===== config.mk =====
export PLATFORM = sky130hd
export DESIGN_NAME = char_lcd_write_queue_sequencer
export DESIGN_NICKNAME = d
export VERILOG_FILES = /design/src/rtl/lcdq_pkg.sv /design/src/rtl/lcdq_front.sv /design/src/rtl/lcdq_back.sv /design/src/rtl/char_lcd_write_queue_sequencer.sv
export SDC_FILE = /design/constraint.sdc
export NUM_CORES = 1
export LEC_CHECK = 0
export ABC_CLOCK_PERIOD_IN_PS = 3700
export BUFFER_PORTS_ARGS = -buffer_cell sky130_fd_sc_hd__buf_2
export CAP_MARGIN = 20
export CORE_MARGIN = 10
export CORE_UTILIZATION = 56
export CTS_CLUSTER_DIAMETER = 40
export DETAILED_ROUTE_END_ITERATION = 8
export PLACE_DENSITY_LB_ADDON = 0.25
export SETUP_SLACK_MARGIN = 0.4
export SLEW_MARGIN = 20
export SYNTH_ARGS = -nofsm -noshare
export SYNTH_HDL_FRONTEND = slang
export SYNTH_HIERARCHICAL = 1
export SYNTH_SLANG_ARGS = --single-unit

===== constraint.sdc =====
create_clock -name aclk -period 3.7 [get_ports aclk]
set_input_delay 0.37 -clock aclk [delete_from_list [all_inputs] [get_ports aclk]]
set_output_delay 0.37 -clock aclk [all_outputs]
set_load 0.005 [all_outputs]

===== src/rtl/lcdq_pkg.sv =====
// Shared types and constants for the character-LCD write queue sequencer.
`timescale 1ns / 1ps

package lcdq_pkg;

    // Kind of a request after classification in the front end
    typedef enum logic {
        ITEM_TICK = 1'b0,
        ITEM_CHAR = 1'b1
    } item_kind_t;

    typedef enum logic [1:0] {
        STATUS_OK     = 2'd0,
        STATUS_COLUMN = 2'd1,
        STATUS_ROW    = 2'd2,
        STATUS_FULL   = 2'd3
    } status_t;

    typedef enum logic [1:0] {
        REG_FUNCTION_SET   = 2'd0,
        REG_DISPLAY_CTRL   = 2'd1,
        REG_FIRST_LINE     = 2'd2,
        REG_SECOND_LINE    = 2'd3
    } cfg_index_t;

    // Classified request travelling from front end to back end
    typedef struct packed {
        item_kind_t  kind;
        logic [7:0]  character;
        logic [5:0]  column;
        logic [1:0]  row;
        logic        is_last;
        logic        col_err;
        logic        row_err;
    } q_item_t;

    localparam int QUEUE_DEPTH = 2;
    localparam int QUEUE_PTR_W = 1;
    localparam int QUEUE_CNT_W = 2;

    localparam logic [7:0] CMD_CLEAR       = 8'h01;
    localparam logic [7:0] CMD_HOME        = 8'h02;
    localparam logic [7:0] CMD_DDRAM_START = 8'h80;

    localparam logic [7:0] RST_FUNCTION_SET = 8'd56;
    localparam logic [7:0] RST_DISPLAY_CTRL = 8'd15;
    localparam logic [7:0] RST_FIRST_LINE   = 8'd128;
    localparam logic [7:0] RST_SECOND_LINE  = 8'd192;

endpackage


===== src/rtl/lcdq_front.sv =====
// Front end: classifies incoming requests and holds them in a short queue.
`timescale 1ns / 1ps

module lcdq_front #(
    parameter int COLUMNS = 16,
    parameter int ROWS    = 2
) (
    input  logic              aclk,
    input  logic              aresetn,
    input  logic              s_valid,
    output logic              s_ready,
    input  logic              s_operation,
    input  logic [7:0]        s_character,
    input  logic [5:0]        s_column,
    input  logic [1:0]        s_row,
    input  logic              s_is_last,
    output logic              q_valid,
    output lcdq_pkg::q_item_t q_item,
    input  logic              q_pop
);

    localparam logic [6:0] COL_LIMIT = 7'(COLUMNS);
    localparam logic [2:0] ROW_LIMIT = 3'(ROWS);

    lcdq_pkg::q_item_t                     in_item;
    lcdq_pkg::q_item_t                     queue_reg [lcdq_pkg::QUEUE_DEPTH];
    logic [lcdq_pkg::QUEUE_PTR_W-1:0]      wr_ptr_reg, wr_ptr_next;
    logic [lcdq_pkg::QUEUE_PTR_W-1:0]      rd_ptr_reg, rd_ptr_next;
    logic [lcdq_pkg::QUEUE_CNT_W-1:0]      count_reg, count_next;
    logic                                  push;

    always_comb begin
        in_item.kind      = s_operation ? lcdq_pkg::ITEM_CHAR : lcdq_pkg::ITEM_TICK;
        in_item.character = s_character;
        in_item.column    = s_column;
        in_item.row       = s_row;
        in_item.is_last   = s_is_last;
        in_item.col_err   = {1'b0, s_column} >= COL_LIMIT;
        in_item.row_err   = {1'b0, s_row} >= ROW_LIMIT;
    end

    assign s_ready = count_reg != lcdq_pkg::QUEUE_CNT_W'(lcdq_pkg::QUEUE_DEPTH);
    assign push    = s_valid && s_ready;
    assign q_valid = count_reg != '0;
    assign q_item  = queue_reg[rd_ptr_reg];

    always_comb begin
        wr_ptr_next = push ? wr_ptr_reg + 1'b1 : wr_ptr_reg;
        rd_ptr_next = q_pop ? rd_ptr_reg + 1'b1 : rd_ptr_reg;
        count_next  = count_reg;
        if (push && !q_pop) begin
            count_next = count_reg + 1'b1;
        end else if (!push && q_pop) begin
            count_next = count_reg - 1'b1;
        end
    end

    always_ff @(posedge aclk) begin
        if (!aresetn) begin
            wr_ptr_reg <= '0;
            rd_ptr_reg <= '0;
            count_reg  <= '0;
        end else begin
            wr_ptr_reg <= wr_ptr_next;
            rd_ptr_reg <= rd_ptr_next;
            count_reg  <= count_next;
        end
    end

    always_ff @(posedge aclk) begin
        if (push) begin
            queue_reg[wr_ptr_reg] <= in_item;
        end
    end

endmodule


===== src/rtl/lcdq_back.sv =====
// Back end: init sequencer, slot store, string sender and result register.
`timescale 1ns / 1ps

module lcdq_back #(
    parameter int SLOTS     = 4,
    parameter int MAX_CHARS = 16
) (
    input  logic              aclk,
    input  logic              aresetn,
    input  logic              cfg_wen,
    input  logic [1:0]        cfg_index,
    input  logic [7:0]        cfg_wdata,
    input  logic              q_valid,
    input  lcdq_pkg::q_item_t q_item,
    output logic              q_pop,
    output logic              m_valid,
    input  logic              m_ready,
    output logic [1:0]        m_status,
    output logic              m_enable_pin,
    output logic              m_register_select,
    output logic [7:0]        m_data_bus,
    output logic              m_busy_res
);

    localparam int SW    = (SLOTS > 1) ? $clog2(SLOTS) : 1;
    localparam int PW    = $clog2(MAX_CHARS + 1);
    localparam int DEPTH = SLOTS * MAX_CHARS;
    localparam int AW    = (DEPTH > 1) ? $clog2(DEPTH) : 1;
    localparam logic [PW-1:0] MAX_LEN = PW'(MAX_CHARS);

    typedef enum logic [6:0] {
        INIT_START = 7'b0000001,
        INIT_FUNC  = 7'b0000010,
        INIT_CLEAR = 7'b0000100,
        INIT_HOME  = 7'b0001000,
        INIT_DISP  = 7'b0010000,
        INIT_DDRAM = 7'b0100000,
        INIT_DONE  = 7'b1000000
    } init_phase_t;

    typedef enum logic [3:0] {
        WR_START    = 4'b0001,
        WR_POSITION = 4'b0010,
        WR_CHARS    = 4'b0100,
        WR_DONE     = 4'b1000
    } write_phase_t;

    function automatic logic [SW-1:0] lowest_set(input logic [SLOTS-1:0] vec);
        logic [SW-1:0] idx;
        idx = '0;
        for (int i = SLOTS - 1; i >= 0; i--) begin
            if (vec[i]) begin
                idx = SW'(i);
            end
        end
        return idx;
    endfunction

    // configuration
    logic [7:0] function_set_reg, display_ctrl_reg, first_line_reg, second_line_reg;

    // sequencer state
    init_phase_t  init_phase_reg, init_phase_next, init_advance;
    write_phase_t write_phase_reg, write_phase_next;
    logic              en_reg, en_next;
    logic              rs_reg, rs_next;
    logic [7:0]        data_reg, data_next;
    logic              busy_reg, busy_next;
    logic              request_active_reg, request_active_next;
    logic [SW-1:0]     current_slot_reg, current_slot_next;
    logic [PW-1:0]     char_position_reg, char_position_next;
    logic [SLOTS-1:0]  slot_pending_reg, slot_pending_next;
    logic [SW-1:0]     fill_slot_reg, fill_slot_next;
    logic              fill_active_reg, fill_active_next;
    logic [PW-1:0]     fill_len_reg, fill_len_next;
    logic [5:0]        slot_column_reg [SLOTS];
    logic [5:0]        slot_column_next [SLOTS];
    logic              slot_row_reg [SLOTS];
    logic              slot_row_next [SLOTS];
    logic [PW-1:0]     slot_length_reg [SLOTS];
    logic [PW-1:0]     slot_length_next [SLOTS];

    // result register
    logic                  m_valid_reg, m_valid_next;
    lcdq_pkg::status_t     m_status_reg, m_status_next;

    // text store
    logic [7:0]        text_mem [DEPTH];
    logic [7:0]        rd_data_reg;
    logic              rd_ok_reg;
    logic [AW-1:0]     rd_addr, mem_waddr;
    logic              mem_we;

    // helpers
    logic [7:0]        init_cmd;
    logic [7:0]        line_base;
    logic [PW-1:0]     cur_length;
    logic              char_in_range, chars_drive, out_free, back_fire;
    logic              free_any, pend_any, done_any;
    logic [SW-1:0]     free_idx, pend_idx, done_idx;
    logic [SLOTS-1:0]  done_mask;
    logic              accept;
    logic [SW-1:0]     acc_slot;
    logic [PW-1:0]     acc_len, acc_len_new;

    assign cur_length    = slot_length_reg[current_slot_reg];
    assign char_in_range = (char_position_reg < cur_length) && (char_position_reg < MAX_LEN);
    assign line_base     = slot_row_reg[current_slot_reg] ? second_line_reg : first_line_reg;
    assign rd_addr       = AW'(32'(current_slot_reg) * 32'(MAX_CHARS) + 32'(char_position_reg));

    assign free_any = ~&slot_pending_reg;
    assign free_idx = lowest_set(~slot_pending_reg);
    assign pend_any = |slot_pending_reg;
    assign pend_idx = lowest_set(slot_pending_reg);

    always_comb begin
        done_mask                   = slot_pending_reg;
        done_mask[current_slot_reg] = 1'b0;
    end
    assign done_any = |done_mask;
    assign done_idx = lowest_set(done_mask);

    always_comb begin
        unique case (init_phase_reg)
            INIT_FUNC:  init_cmd = function_set_reg;
            INIT_CLEAR: init_cmd = lcdq_pkg::CMD_CLEAR;
            INIT_HOME:  init_cmd = lcdq_pkg::CMD_HOME;
            INIT_DISP:  init_cmd = display_ctrl_reg;
            default:    init_cmd = lcdq_pkg::CMD_DDRAM_START;
        endcase
        unique case (init_phase_reg)
            INIT_START: init_advance = INIT_FUNC;
            INIT_FUNC:  init_advance = INIT_CLEAR;
            INIT_CLEAR: init_advance = INIT_HOME;
            INIT_HOME:  init_advance = INIT_DISP;
            INIT_DISP:  init_advance = INIT_DDRAM;
            default:    init_advance = INIT_DONE;
        endcase
    end

    // A tick that puts a stored character on the bus needs the registered text
    // read of the current address; that data is good only if no request was
    // executed in the previous cycle.
    assign chars_drive = (q_item.kind == lcdq_pkg::ITEM_TICK) && (init_phase_reg == INIT_DONE)
                       && request_active_reg && (write_phase_reg == WR_CHARS)
                       && char_in_range && !en_reg;
    assign out_free  = !m_valid_reg || m_ready;
    assign back_fire = q_valid && out_free && !(chars_drive && !rd_ok_reg);
    assign q_pop     = back_fire;

    always_comb begin
        init_phase_next     = init_phase_reg;
        write_phase_next    = write_phase_reg;
        en_next             = en_reg;
        rs_next             = rs_reg;
        data_next           = data_reg;
        busy_next           = busy_reg;
        request_active_next = request_active_reg;
        current_slot_next   = current_slot_reg;
        char_position_next  = char_position_reg;
        slot_pending_next   = slot_pending_reg;
        fill_slot_next      = fill_slot_reg;
        fill_active_next    = fill_active_reg;
        fill_len_next       = fill_len_reg;
        slot_column_next    = slot_column_reg;
        slot_row_next       = slot_row_reg;
        slot_length_next    = slot_length_reg;
        m_status_next       = m_status_reg;
        mem_we              = 1'b0;
        accept              = 1'b0;
        acc_slot            = fill_slot_reg;
        acc_len             = fill_len_reg;
        acc_len_new         = fill_len_reg;
        mem_waddr           = '0;

        if (back_fire) begin
            m_status_next = lcdq_pkg::STATUS_OK;
            unique case (q_item.kind)
                lcdq_pkg::ITEM_CHAR: begin
                    accept = 1'b1;
                    if (!fill_active_reg) begin
                        // only the first character of a request is checked
                        priority if (q_item.col_err) begin
                            m_status_next = lcdq_pkg::STATUS_COLUMN;
                            accept        = 1'b0;
                        end else if (q_item.row_err) begin
                            m_status_next = lcdq_pkg::STATUS_ROW;
                            accept        = 1'b0;
                        end else if (!free_any) begin
                            m_status_next = lcdq_pkg::STATUS_FULL;
                            accept        = 1'b0;
                        end else begin
                            acc_slot                   = free_idx;
                            acc_len                    = '0;
                            slot_column_next[free_idx] = q_item.column;
                            slot_row_next[free_idx]    = q_item.row[0];
                        end
                    end
                    acc_len_new = acc_len;
                    if (accept) begin
                        if (acc_len < MAX_LEN) begin
                            mem_we      = 1'b1;
                            mem_waddr   = AW'(32'(acc_slot) * 32'(MAX_CHARS) + 32'(acc_len));
                            acc_len_new = acc_len + PW'(1);
                        end
                        slot_length_next[acc_slot] = acc_len_new;
                        fill_len_next              = acc_len_new;
                        fill_slot_next             = acc_slot;
                        if (q_item.is_last) begin
                            slot_pending_next[acc_slot] = 1'b1;
                            fill_active_next            = 1'b0;
                            if (!request_active_reg) begin
                                request_active_next = 1'b1;
                                write_phase_next    = WR_START;
                            end
                        end else begin
                            fill_active_next = 1'b1;
                        end
                    end
                end
                lcdq_pkg::ITEM_TICK: begin
                    if (init_phase_reg != INIT_DONE) begin
                        if (init_phase_reg == INIT_START) begin
                            en_next         = 1'b0;
                            init_phase_next = INIT_FUNC;
                        end else if (!en_reg) begin
                            en_next   = 1'b1;
                            rs_next   = 1'b0;
                            data_next = init_cmd;
                        end else begin
                            en_next         = 1'b0;
                            init_phase_next = init_advance;
                            if (init_advance == INIT_DONE) begin
                                busy_next = 1'b0;
                            end
                        end
                    end else if (request_active_reg) begin
                        unique case (write_phase_reg)
                            WR_START: begin
                                busy_next = 1'b1;
                                if (!pend_any) begin
                                    request_active_next = 1'b0;
                                    current_slot_next   = '0;
                                    busy_next           = 1'b0;
                                end else begin
                                    current_slot_next  = pend_idx;
                                    char_position_next = '0;
                                    write_phase_next   = WR_POSITION;
                                end
                            end
                            WR_POSITION: begin
                                busy_next = 1'b1;
                                if (!en_reg) begin
                                    en_next   = 1'b1;
                                    rs_next   = 1'b0;
                                    data_next = line_base
                                              + {2'b00, slot_column_reg[current_slot_reg]};
                                end else begin
                                    en_next          = 1'b0;
                                    write_phase_next = WR_CHARS;
                                end
                            end
                            WR_CHARS: begin
                                if (char_in_range) begin
                                    if (!en_reg) begin
                                        en_next   = 1'b1;
                                        rs_next   = 1'b1;
                                        data_next = rd_data_reg;
                                    end else begin
                                        en_next            = 1'b0;
                                        char_position_next = char_position_reg + PW'(1);
                                    end
                                end else begin
                                    write_phase_next = WR_DONE;
                                end
                            end
                            WR_DONE: begin
                                slot_pending_next[current_slot_reg] = 1'b0;
                                if (!done_any) begin
                                    request_active_next = 1'b0;
                                    current_slot_next   = '0;
                                    busy_next           = 1'b0;
                                end else begin
                                    current_slot_next = done_idx;
                                end
                                write_phase_next = WR_START;
                            end
                            default: begin
                                write_phase_next = WR_START;
                            end
                        endcase
                    end
                end
            endcase
        end

        if (back_fire) begin
            m_valid_next = 1'b1;
        end else if (m_ready) begin
            m_valid_next = 1'b0;
        end else begin
            m_valid_next = m_valid_reg;
        end
    end

    always_ff @(posedge aclk) begin
        if (!aresetn) begin
            function_set_reg <= lcdq_pkg::RST_FUNCTION_SET;
            display_ctrl_reg <= lcdq_pkg::RST_DISPLAY_CTRL;
            first_line_reg   <= lcdq_pkg::RST_FIRST_LINE;
            second_line_reg  <= lcdq_pkg::RST_SECOND_LINE;
        end else if (cfg_wen) begin
            unique case (lcdq_pkg::cfg_index_t'(cfg_index))
                lcdq_pkg::REG_FUNCTION_SET: function_set_reg <= cfg_wdata;
                lcdq_pkg::REG_DISPLAY_CTRL: display_ctrl_reg <= cfg_wdata;
                lcdq_pkg::REG_FIRST_LINE:   first_line_reg   <= cfg_wdata;
                lcdq_pkg::REG_SECOND_LINE:  second_line_reg  <= cfg_wdata;
            endcase
        end
    end

    always_ff @(posedge aclk) begin
        if (!aresetn) begin
            init_phase_reg     <= INIT_START;
            write_phase_reg    <= WR_START;
            en_reg             <= 1'b0;
            rs_reg             <= 1'b0;
            data_reg           <= '0;
            busy_reg           <= 1'b1;
            request_active_reg <= 1'b0;
            current_slot_reg   <= '0;
            char_position_reg  <= '0;
            slot_pending_reg   <= '0;
            fill_slot_reg      <= '0;
            fill_active_reg    <= 1'b0;
            fill_len_reg       <= '0;
            m_valid_reg        <= 1'b0;
            rd_ok_reg          <= 1'b0;
        end else begin
            init_phase_reg     <= init_phase_next;
            write_phase_reg    <= write_phase_next;
            en_reg             <= en_next;
            rs_reg             <= rs_next;
            data_reg           <= data_next;
            busy_reg           <= busy_next;
            request_active_reg <= request_active_next;
            current_slot_reg   <= current_slot_next;
            char_position_reg  <= char_position_next;
            slot_pending_reg   <= slot_pending_next;
            fill_slot_reg      <= fill_slot_next;
            fill_active_reg    <= fill_active_next;
            fill_len_reg       <= fill_len_next;
            m_valid_reg        <= m_valid_next;
            rd_ok_reg          <= !back_fire;
        end
    end

    always_ff @(posedge aclk) begin
        slot_column_reg <= slot_column_next;
        slot_row_reg    <= slot_row_next;
        slot_length_reg <= slot_length_next;
        m_status_reg    <= m_status_next;
    end

    always_ff @(posedge aclk) begin
        if (mem_we) begin
            text_mem[mem_waddr] <= q_item.character;
        end
        rd_data_reg <= text_mem[rd_addr];
    end

    // pins and busy only change when a request executes, which waits for the
    // result register to free up, so they double as the result payload
    assign m_valid           = m_valid_reg;
    assign m_status          = m_status_reg;
    assign m_enable_pin      = en_reg;
    assign m_register_select = rs_reg;
    assign m_data_bus        = data_reg;
    assign m_busy_res        = busy_reg;

`ifndef SYNTHESIS
    a_busy_in_init: assert property (@(posedge aclk) disable iff (!aresetn)
        (init_phase_reg != INIT_DONE) |-> busy_reg)
        else $error("busy low during initialization");

    a_fill_not_pending: assert property (@(posedge aclk) disable iff (!aresetn)
        fill_active_reg |-> !slot_pending_reg[fill_slot_reg])
        else $error("slot being filled is already pending");

    a_idle_write_phase: assert property (@(posedge aclk) disable iff (!aresetn)
        !request_active_reg |-> (write_phase_reg == WR_START))
        else $error("write phase moved without an active request");

    a_result_held: assert property (@(posedge aclk) disable iff (!aresetn)
        (m_valid_reg && !m_ready) |=> ($stable(en_reg) && $stable(data_reg) && $stable(busy_reg)))
        else $error("pins changed while result was stalled");

    a_enable_owner: assert property (@(posedge aclk) disable iff (!aresetn)
        en_reg |-> ((init_phase_reg != INIT_DONE) || request_active_reg))
        else $error("enable high with no sequence running");
`endif

endmodule


===== src/rtl/char_lcd_write_queue_sequencer.sv =====
// Top level of the character-LCD write queue sequencer.
`timescale 1ns / 1ps

// Character-LCD (8-bit bus) write sequencer.
// Input channel s_*: one request per item. s_operation 0 is a timing tick that
// advances the LCD pin sequence; 1 is one character of a string write, with
// s_column/s_row checked on the first character and s_is_last closing it.
// Result channel m_*: exactly one result per request, in order: a status code
// and the pin levels (enable, RS, RW, data bus) plus busy after that request.
// cfg_wen/cfg_index/cfg_wdata write the command bytes and line bases; write
// only while the block is idle.
// An accepted request is registered in the front-end queue, then executed by
// the back end into the result register; new requests are taken meanwhile.
// Throughput: one request per cycle while the receiver takes results, except
// a tick that puts a stored character on the bus, which waits for the
// registered read of the text memory (SLOTS*MAX_CHARS bytes) after the
// previous request.
// Reset starts the initialization sequence with busy high and the queue empty;
// no clearing pass is needed.
// When the receiver stalls, the result and pins are held, the back end stops,
// the two-entry queue fills and then s_ready drops.
module char_lcd_write_queue_sequencer #(
    parameter int SLOTS     = 4,
    parameter int MAX_CHARS = 16,
    parameter int COLUMNS   = 16,
    parameter int ROWS      = 2
) (
    input  logic       aclk,
    input  logic       aresetn,
    input  logic       cfg_wen,
    input  logic [1:0] cfg_index,
    input  logic [7:0] cfg_wdata,
    input  logic       s_valid,
    output logic       s_ready,
    input  logic       s_operation,
    input  logic [7:0] s_character,
    input  logic [5:0] s_column,
    input  logic [1:0] s_row,
    input  logic       s_is_last,
    output logic       m_valid,
    input  logic       m_ready,
    output logic [1:0] m_status,
    output logic       m_enable_pin,
    output logic       m_register_select,
    output logic       m_read_write,
    output logic [7:0] m_data_bus,
    output logic       m_busy_res
);

    logic              q_valid;
    logic              q_pop;
    lcdq_pkg::q_item_t q_item;

    lcdq_front #(
        .COLUMNS (COLUMNS),
        .ROWS    (ROWS)
    ) u_front (
        .aclk        (aclk),
        .aresetn     (aresetn),
        .s_valid     (s_valid),
        .s_ready     (s_ready),
        .s_operation (s_operation),
        .s_character (s_character),
        .s_column    (s_column),
        .s_row       (s_row),
        .s_is_last   (s_is_last),
        .q_valid     (q_valid),
        .q_item      (q_item),
        .q_pop       (q_pop)
    );

    lcdq_back #(
        .SLOTS     (SLOTS),
        .MAX_CHARS (MAX_CHARS)
    ) u_back (
        .aclk              (aclk),
        .aresetn           (aresetn),
        .cfg_wen           (cfg_wen),
        .cfg_index         (cfg_index),
        .cfg_wdata         (cfg_wdata),
        .q_valid           (q_valid),
        .q_item            (q_item),
        .q_pop             (q_pop),
        .m_valid           (m_valid),
        .m_ready           (m_ready),
        .m_status          (m_status),
        .m_enable_pin      (m_enable_pin),
        .m_register_select (m_register_select),
        .m_data_bus        (m_data_bus),
        .m_busy_res        (m_busy_res)
    );

    // write-only interface: RW stays low
    assign m_read_write = 1'b0;

endmodule


==> results.sh <==
export IMPL_rows=81
export IMPL_place_port_buffers=47
export IMPL_gp_congestion=0.8882
export IMPL_grt_first_pass_wirelength_um=96830
export IMPL_setup_violations_final=0
export IMPL_cts_path_max_buffers=3
export IMPL_synthesis_yosys_warnings=6
export IMPL_startpoint_type_of_the_worst_setup_path="flip-flop"
export IMPL_global_route_usage_met1=0.2813
export IMPL_syn_num_nets=1594
export IMPL_critical_path_max_stage_delay_ns=0.60
export IMPL_crit_fanout=8
export IMPL_fin_nets=1793
export IMPL_clock_network_latency_to_the_later_pin_of_the_worst_skew_pair_ns=0.65
export IMPL_placed_cells_incl_taps=2281
export IMPL_post_dp_cell_area_mm2=0.02935
export IMPL_syn_cell_area_mm2=0.02770
export IMPL_io_pins=49
export IMPL_cts_root_buffer_cell="clkbuf_16"
export IMPL_min_period_ns=3.196
export IMPL_path_category_of_the_worst_min_delay_check="in2reg"
export IMPL_status="complete, no violations"
export IMPL_tightest_slew_ns=1.061
export IMPL_cts_htree_levels=3
export IMPL_cpMostUsedCell="buf_4"
export IMPL_grt_met2_usage=0.3545
export IMPL_cts_buffers=91
export IMPL_synthesized_area_divided_by_synthesized_cell_count_um2=17.93
export IMPL_timing_hold_ws_ns=0.03027
export IMPL_final_layout_size_suffix_gt1_frac=0.3236
export IMPL_finalWorstSetupSlack_ns=0.5040
export IMPL_post_route_drc_count=0
export IMPL_dpl_worst_slack_ns=0.1820
export IMPL_stdcell_area_mm2=0.03308
export IMPL_avgRoutedWirePerCell_um=25.37
export IMPL_drt_initial_drc_count=1776
export IMPL_setup_clock_skew_after_layout_ns=0.03334
export IMPL_crit_type="reg2reg"
export IMPL_grt_setup_unrepaired="true"
export IMPL_final_instance_count_excl_fill=2487
export IMPL_max_cap_violations=0
export IMPL_power_static_leakage_nw=10.81
export IMPL_drt_pass1_iter_count=5
export IMPL_pwr_density_cell_mw_per_mm2=614.5
export IMPL_initial_cell_density_of_the_core=0.5658
export IMPL_hold_viol_final=0
export IMPL_worst_ep_arrival_time_ns=3.53
export IMPL_met3_usage=0.04266
export IMPL_vdd_ir_drop_worst_mv=0.3628
export IMPL_coreArea_mm2=0.04895
export IMPL_final_max_slew_viol_count=0
export IMPL_number_of_flip_flops_under_the_largest_register_name=512
export IMPL_slew_hr=0.2929
export IMPL_tritoncts_clock_tree="done"
export IMPL_power_mw=20.33
export IMPL_die_h_um=242.4
export IMPL_die_x_um=242.4
export IMPL_clock_fmax_mhz=312.9
export IMPL_grt_busiest_layer="met2"
export IMPL_clock_slew_at_the_register_clock_pins_of_the_worst_setup_and_hold_paths_ns=0.06
export IMPL_antenna_found_initial=0
export IMPL_first_global_vias=15644
export IMPL_dp_hpwl_um=39250
export IMPL_grt_max_degree=87
export IMPL_layout_area_overhead_vs_synth_pct=19.45
export IMPL_cts_sink_count=689
export IMPL_num_fill_cells=3126
export IMPL_crit_required_ns=4.04
export IMPL_endpoint_kind="flip-flop"
export IMPL_netlist_instances=1545
export IMPL_insertedDiodeCount=0
export IMPL_final_period_utilization=0.8638
export IMPL_track_usage=0.2156
export IMPL_drtAntennaViolNets=0
export IMPL_wl_um=63110
export IMPL_viasPerCell=6.155
export IMPL_die_area_mm2=0.05875
export IMPL_grt_ovfl_total=0
export IMPL_slowest_library_cell_on_the_worst_path="or3_1"
export IMPL_cp_cell_sequence="mux2_2, a41o_1, nor2_1, o211ai_1, buf_4, buf_4, or3_1, nor2_1, buf_4"
export IMPL_post_route_util=0.6758
export IMPL_totalNegativeSetupSlack_ns=0
export IMPL_dr_total_vias=15307
-- power breakdown --
group / switching (mW) / total (mW) / internal (mW)
Combinational: 1.38 / 1.93 / 0.542
Sequential: 0.116 / 9.36 / 9.24
Clock: 3.57 / 9.04 / 5.47
-- per-layer routing --
layer / vias to the layer above / wire length [um]
met5: - / 0
met4: 0 / 2119
met3: 146 / 4333
li1: 6648 / -
met2: 625 / 31480
met1: 7888 / 25170
-- what timing repair did --
item | in CTS | in global routing
pin swaps | 3 | 2
resized for setup | 20 | 27
endpoints found under the setup margin | 321 | 489
buffers inserted | 1 | 9
endpoints found under the hold margin | 51 | 0
hold buffers | 24 | 0
-- critical path, delay by kind of cell, from the launching register on --
family	cells	cell delay [ns]
AO/OA/AOI/OAI	2	0.47
buffers and inverters	3	0.59
flip-flops	1	0.36
multiplexers	1	0.38
AND/OR/NAND/NOR	3	1.08
-- cells in the final DEF (no fill, tap or decap), drive strengths merged, types with 6 or more instances in the layout --
cell	n
or3	6
mux4	172
xnor2	6
mux2i	29
inv	40
edfxtp	600
buf	168
and3	10
a21oi	43
and2	13
nor3	14
or2	8
bufinv	10
nor2	126
dlygate4sd3	24
a211oi	10
dfxtp	89
o32ai	6
nor4	7
clkbuf	106
nor2b	10
nand3	19
a22oi	18
nand2	90
o31ai	6
nor3b	9
ha	15
mux2	27
nand2b	8
clkinv	28
nor4b	6
o21ai	25
-- final cells by class --
class	instances	area, um2	area share
Clock buffer	106	2374	0.07174
Clock inverter	66	850.8	0.02572
Inverter	17	63.81	0.001929
Multi-Input combinational cell	753	7724	0.2335
Sequential cell	689	19810	0.5988
Tap cell	664	830.8	0.02511
Timing Repair Buffer	192	1429	0.04319
-- path summary, 6_finish.rpt --
check / cells after the start / slack (ns) / to / startpoint
worst max-delay path: 9 / 0.50 / u_back/text_mem[1][0] / flip-flop
worst min-delay path: 3 / 0.03 / u_back/first_line_reg[3] / cfg_wdata[3]
worst max register to register: 9 / 0.50 / u_back/text_mem[1][0] / flip-flop
worst min register to register: 2 / 0.46 / u_back/first_line_reg[0] / u_back/first_line_reg[0]
Power figures use the tool's default switching activity.
